$ cat src/rtl/core/ccs_pkg.sv
// Shared types, constants and helpers for the conic coefficient block.
// Used by every module under rtl/core; depends on nothing.
`default_nettype none
package ccs_pkg;

   localparam int COORD_WIDTH_DEF  = 32;
   localparam int ANGLE_WIDTH_DEF  = 16;
   localparam int CORDIC_STEPS_DEF = 16;
   localparam int QUEUE_DEPTH_DEF  = 4;
   localparam int ATAN_LEN         = 24;
   localparam int ROT_W            = 24;

   // shape kinds
   localparam logic [1:0] FUNC_CIRCLE    = 2'd0;
   localparam logic [1:0] FUNC_ELLIPSE   = 2'd1;
   localparam logic [1:0] FUNC_PARABOLA  = 2'd2;
   localparam logic [1:0] FUNC_HYPERBOLA = 2'd3;

   // parabola openings
   localparam logic [1:0] DIR_RIGHT = 2'd0;
   localparam logic [1:0] DIR_LEFT  = 2'd1;
   localparam logic [1:0] DIR_UP    = 2'd2;
   localparam logic [1:0] DIR_DOWN  = 2'd3;

   localparam logic signed [33:0] CORDIC_START = 34'sd652032874;
   localparam logic signed [63:0] ONE_Q32      = 64'sh0000_0001_0000_0000;
   localparam int                 DIV_NUM_W    = 128;

   // arctangent of 2^-i in units of 2^32 per turn
   localparam logic [31:0] ATAN_TURN [ATAN_LEN] = '{
      32'h20000000, 32'h12E4051E, 32'h09FB385B, 32'h051111D4, 32'h028B0D43, 32'h0145D7E1,
      32'h00A2F61E, 32'h00517C55, 32'h0028BE53, 32'h00145F2F, 32'h000A2F98, 32'h000517CC,
      32'h00028BE6, 32'h000145F3, 32'h0000A2FA, 32'h0000517D, 32'h000028BE, 32'h0000145F,
      32'h00000A30, 32'h00000518, 32'h0000028C, 32'h00000146, 32'h000000A3, 32'h00000051
   };

   typedef struct packed {
      logic [1:0]         func;
      logic signed [31:0] center_x;
      logic signed [31:0] center_y;
      logic signed [31:0] size_a;
      logic signed [31:0] size_b;
      logic [15:0]        rotation;
      logic [1:0]         parabola_dir;
   } req_type;

   typedef struct packed {
      logic signed [63:0] coef_a;
      logic signed [63:0] coef_b;
      logic signed [63:0] coef_c;
      logic signed [63:0] coef_d;
      logic signed [63:0] coef_e;
      logic signed [63:0] coef_f;
      logic               divide_fault;
   } rsp_type;

   // entry between front and back: finished coefficients, or the
   // operands of a rotated ellipse or hyperbola
   typedef struct packed {
      logic               quadric;
      logic               hyp;
      logic               fault;
      logic [5:0][63:0]   coef;
      logic signed [31:0] h;
      logic signed [31:0] k;
      logic signed [31:0] sa;
      logic signed [31:0] sb;
      logic signed [31:0] c;
      logic signed [31:0] s;
   } qent_type;

   function automatic logic signed [63:0] sat64(input logic signed [127:0] v);
      logic fits;
      fits = (&v[127:63]) || !(|v[127:63]);
      if (fits) begin
         sat64 = v[63:0];
      end else if (v[127]) begin
         sat64 = {1'b1, 63'd0};
      end else begin
         sat64 = {1'b0, {63{1'b1}}};
      end
   endfunction

endpackage
`default_nettype wire

$ cat src/rtl/core/ccs_fifo.sv
// Short in-order queue between the front and back of the block.
// Depends on ccs_pkg for the entry type.
`default_nettype none
module ccs_fifo #(
   parameter int QUEUE_DEPTH = ccs_pkg::QUEUE_DEPTH_DEF
) (
   input  wire logic              clock,
   input  wire logic              reset,
   input  wire logic              push,
   input  wire ccs_pkg::qent_type push_data,
   output logic                   full,
   input  wire logic              pop,
   output logic                   empty,
   output ccs_pkg::qent_type      head
);
   import ccs_pkg::*;

   localparam int PW = $clog2(QUEUE_DEPTH);
   localparam int NW = $clog2(QUEUE_DEPTH + 1);

   qent_type      mem_ff [QUEUE_DEPTH];
   logic [PW-1:0] wp_ff;
   logic [PW-1:0] rp_ff;
   logic [NW-1:0] cnt_ff;

   always_ff @(posedge clock) begin
      if (reset) begin
         wp_ff  <= '0;
         rp_ff  <= '0;
         cnt_ff <= '0;
      end else begin
         if (push) begin
            mem_ff[wp_ff] <= push_data;
            wp_ff <= (wp_ff == PW'(QUEUE_DEPTH - 1)) ? '0 : wp_ff + 1'b1;
         end
         if (pop) begin
            rp_ff <= (rp_ff == PW'(QUEUE_DEPTH - 1)) ? '0 : rp_ff + 1'b1;
         end
         if (push && !pop) begin
            cnt_ff <= cnt_ff + 1'b1;
         end else if (pop && !push) begin
            cnt_ff <= cnt_ff - 1'b1;
         end
      end
   end

   assign full  = cnt_ff == NW'(QUEUE_DEPTH);
   assign empty = cnt_ff == '0;
   assign head  = mem_ff[rp_ff];
endmodule
`default_nettype wire

$ cat config.mk
export PLATFORM = sky130hd
export DESIGN_NAME = ccs_fifo
export DESIGN_NICKNAME = d
export VERILOG_FILES = /design/src/rtl/core/ccs_pkg.sv /design/src/rtl/core/ccs_fifo.sv
export SDC_FILE = /design/constraint.sdc
export NUM_CORES = 1
export LEC_CHECK = 0
export ABC_AREA = 1
export BUFFER_PORTS_ARGS = -buffer_cell sky130_fd_sc_hd__clkbuf_2
export CAP_MARGIN = 30
export CORE_UTILIZATION = 25
export DETAILED_ROUTE_END_ITERATION = 6
export HOLD_SLACK_MARGIN = 0.02
export PLACE_DENSITY = 0.52
export REMOVE_ABC_BUFFERS = 1
export SLEW_MARGIN = 10
export SYNTH_ARGS = -nofsm -noshare
export SYNTH_HDL_FRONTEND = slang
export SYNTH_SLANG_ARGS = --single-unit
$ cat constraint.sdc
create_clock -name clock -period 33.2 [get_ports clock]
set_clock_uncertainty 0.1 [all_clocks]
set_input_delay 3.32 -clock clock [delete_from_list [all_inputs] [get_ports clock]]
set_output_delay 3.32 -clock clock [all_outputs]
set_load 0.05 [all_outputs]
After elaboration in Yosys (flattened, before gate mapping)
Memories as Yosys holds them, arrays and structs flattened. A register that Yosys moved wholly into a read port is not among the register bits.
Cells that the tools add are included.

word-level totals
  flip-flop bits (word level) = 7
  word-level logic and storage cells = 26
  memories = 1
  output and inout port bits = 581
  bits in writable memories = 2316

memory list
  name    words  width  rd ports  clocked after memory_dff  write ports  line            RTL
  mem_ff  4      579    1         1                         1            ccs_fifo.sv:21  qent_type mem_ff [QUEUE_DEPTH];

cells by class
  add/sub/neg operators = 4
  reduce and logical (&&, ||, !) cells = 6
  eq/ne operators = 3
  multiplexer cells = 9

operator list
  operator                                          count
  2-to-1 mux 2 bit                                  4
  2-to-1 mux 3 bit                                  2
  adder 2 x 1 -> 2 bit, second input constant       2
  equality test 2 bit, second input constant        2
  adder 3 x 1 -> 3 bit, second input constant       1
  equality test 3 bit, second input constant        1
  logical NOT 3 bit                                 1
  2-to-1 mux 1 bit                                  3
  subtractor 3 x 1 -> 3 bit, second input constant  1
  logical AND 1 bit                                 2
  logical NOT 1 bit                                 2
  nonzero test 2 bit                                1

Longest topological paths before layout
  depth in word-level cells = 4
  mapped depth = 10
  gate-level depth less buffers = 10

Worst setup path before layout
OpenSTA, ideal clock, no wires.

  path type = in2reg
  start = input reset
  end = memory mem_ff[0][0] (netlist name), enable pin
  cell stages on the path = 3
  path slack = 4.098 ns
  buffers on the path = 0
  library setup time = 1.535 ns
  required time = 31.565 ns
  data arrival time = 27.467 ns
  path through = inv_1 nand2_1 nor2_1

on the way
  cells in the longest elaborated chain, start to end = 2

ends and longest elaborated chain
  element                                 line            RTL
  from (decl)                             ccs_fifo.sv:8   input wire logic reset,
  2-to-1 mux 1 bit                        ccs_fifo.sv:27  if (reset) begin
  2-to-1 mux 1 bit (not written as such)  ccs_fifo.sv:33  mem_ff[wp_ff] <= push_data;
  to (decl)                               ccs_fifo.sv:21

No other way between the ends.

==> qor.csv <==
stage,metric,value,unit
placement,Post-DP Area,96100,µm²
finish,fin cells,11600,
synthesis,most common cell in the netlist,edfxtp_1,
setup_path,"Max FO, Critical Path",167,
setup_path,CP Data Required Time,29.78,ns
placement,Post-Place Cells,11100,
finish,Filler cells,33600,
global_routing,first-pass GRT wire length,359000,µm
finish,Nets,7380,
clock_network,TritonCTS clock tree,built,
timing,worst slew pin tran,1.12,ns
setup_path,Worst Reg2Reg Path Length in Cells,10,
placement,dpl hpwl,159000,µm
route,met3 wire length,23700,µm
synthesis,synth cell count leaders,"edfxtp_1, nor2_1, o21ai_0, o22ai_1, clkbuf_1",
die,initial core utilization,25.2,%
clock_network,root buffer cell,clkbuf_16,
route,Iter 0 DRT Violations,4212,
synthesis,synthesized instance count,5658,
synthesis,Main synth FF type,edfxtp_1,
setup_path,critical path class,reg -> out,
clock_network,CTS buffer count,262,
synthesis,largest cells by area after synthesis,"edfxtp_1, o21ai_0, nor2_1, o22ai_1, clkbuf_1",
setup_path,CP arrival,7.24,ns
clock_network,Post-CTS Hold Fix Bufs,0,
die,DIE AREA,345000,µm²
timing,setup ws final,22.54,ns
synthesis,Post-synth ARST share,0,%
synthesis,post-synth top area cell,edfxtp_1,
min_path,hold path start,cnt_ff[1],
clock_network,CTS max path bufs,4,
finish,register area,69700,µm²
global_routing,largest net degree at the start of global routing,191,
synthesis,syn avg cell area,15.1,µm²
setup_path,worst-path cell chain,"inv_8, buf_4, buf_4, buf_4, buf_4, buf_4, buf_4, o21ai_0, o22ai_1, clkbuf_2",
route,Initial DRT Pass Iterations,5,
synthesis,warnings from Yosys,0,
synthesis,number of flops mapped to enable cells by yosys,2316,
setup_path,CP peak stage delay,0.73,ns
synthesis,Seq cells post-synth,2325,
setup_path,Crit Reg-Reg Endpoint,mem_ff[2][469],
synthesis,Synth cell types,21,
placement,gpl congestion,0.819,
finish,Multi-input gate area,14000,µm²
route,met2 wire len,117000,µm
route,Antenna Nets Post-Route,0,
timing,Final min period,10.66,ns
global_routing,Total GRT Usage,13.8,%
synthesis,Mapped Area,85600,µm²
clock_network,Clock Sinks,2325,
clock_network,htree depth,5,
timing,crit share post-route,32.1,%
die,core area,340000,µm²
setup_path,R2R Setup Slk,26.98,ns
finish,utilization after layout,30.7,%
timing,Sum Neg Setup Slack,0,ns
route,vias after detailed routing,53100,
setup_path,CP Capture Point,head[29],
clock_network,clock-pin slew on the worst setup and hold paths,0.06,ns
power,LEAKAGE,35.2,nW
synthesis,sequential share of the synthesized area,81.4,%
timing,Slew Limit Fails,0,
route,DRC,0,
die,num rows,214,
setup_path,slowest CP cell,inv_8,
global_routing,vias in the first global route,50900,
clock_network,Resized cells post-CTS,0,
setup_path,CP endpoint kind,primary output,
clock_network,"Setup Fix Bufs, Post-CTS",0,
global_routing,grt ovf,0,
timing,unrepaired setup endpoints after global routing,false,
timing,Finish-stage setup viols,0,
run_status,outcome,finished clean,
job,number of max-cap violations,0,
placement,Setup WS pre-CTS,23.48,ns
die,total I/O pin count,1164,
timing,Peak Freq,93.8,MHz
min_path,Hold WC Path Type,reg -> reg,
setup_path,Startpoint Class,flip-flop,
route,drt total wl,251000,µm
timing,relative slew slack,25.2,%
placement,IO Port Bufs,1163,
power,Cell Pwr Density,67.0,nW/µm²
clock_network,clk_lat worst skew,0.86,ns
timing,Final Hold Fails,0,
route,highest signal layer in the routed design,met5,
die,Die Y,587,µm
global_routing,initial antenna violation count,96,
setup_path,cell with the most instances on the worst path,buf_4,
route,DR vias/cell,4.60,
finish,layout cell share with drive strength beyond 1,23.2,%
route,M1 WL,101000,µm
finish,"Design Area, Final",105000,µm²
route,wire per inst,21.7,µm
die,chip width,587,µm
power,peak supply drop,0.0000651,V
synthesis,Synth top area share,81.2,%
finish,area grow syn2layout,22.1,%
setup_path,Critical R2R Launch,wp_ff[0],
-- cells in the final DEF (no fill, tap or decap) --
cell type	count
inv_1	14
bufinv_16	15
buf_12	8
inv_6	9
nor2_4	4
dfxtp_4	2
nand3_1	1
buf_4	77
clkbuf_1	51
clkinv_2	39
clkbuf_2	1163
nor2_1	1166
inv_16	4
nand2_1	5
a21oi_1	3
o21ai_1	80
dfxtp_1	7
nor3_1	3
diode_2	33
buf_16	5
clkbuf_16	265
o22ai_1	579
nand4_1	1
clkinv_8	10
clkbuf_8	4
fa_1	1
clkinv_1	47
o21ai_0	1082
clkinv_4	4
clkinvlp_4	5
ha_1	6
edfxtp_1	2316
xor2_1	1
inv_8	2
clkinv_16	7
-- through the flow --
step                      hold slack (ns)  total power, mW
after detailed placement            0.441             4.29
final                               0.447             7.01
after global placement              0.425             4.28
after floorplan                     0.390             4.07
after global routing                0.495             7.23
after CTS                           0.450             7.08
-- how the worst min path moves through the flow --
stage | endpoint | slack (ns) | cells after the start
2_1_floorplan | wp_ff[1] | 0.39 | 2
3_3_place_gp | wp_ff[1] | 0.43 | 2
3_5_place_dp | wp_ff[1] | 0.44 | 2
4_1_cts | wp_ff[1] | 0.45 | 2
5_1_grt | flip-flop | 0.50 | 2
6_report | cnt_ff[1] | 0.45 | 2
-- metal layers --
layer  vias up  global-route usage, %
met5         -                      0
met4       100                   4.54
met3       483                   5.19
met2      1909                   22.3
met1     26800                   17.0
li1      23900                      -
-- cell families after synthesis --
| group | share of synthesized area [%] |
|---|---|
| xor+xnor | 0.0102 |
| buf+inv | 2.23 |
| simple gates | 5.18 |
| flops | 81.4 |
| fa+ha+maj | 0.111 |
| compound gates | 11.0 |
-- critical path: cells and delay by family, from the launching register on --
kind,cells,cell delay [ns]
AO/OA/AOI/OAI,2,0.42
flip-flops,1,0.53
buffers and inverters,8,4.96
-- where the power goes --
group | total (mW) | switching, mW | internal (mW)
Sequential | 3.33 | 0.0183 | 3.31
Combinational | 0.890 | 0.718 | 0.171
Clock | 2.79 | 1.18 | 1.61
Total | 7.01 | 1.92 | 5.09
-- final cells by class --
cell class              instances  area share [%]
diodes                         33          0.0790
clock buffers                 320            6.58
clock inverters               140            1.36
inverters                      16          0.0718
multi-input cells            2932            13.4
flip-flops and latches       2325            66.7
well taps                    4536            5.43
repair buffers               1253            6.40
-- flip-flops by register name (all words and copies together) (netlist names), named ones only --
| signal | cells |
|---|---|
| mem_ff | 2316 |
| cnt_ff | 3 |
| rp_ff | 2 |
| wp_ff | 2 |
Note: power is estimated with default switching activity, not from simulation.
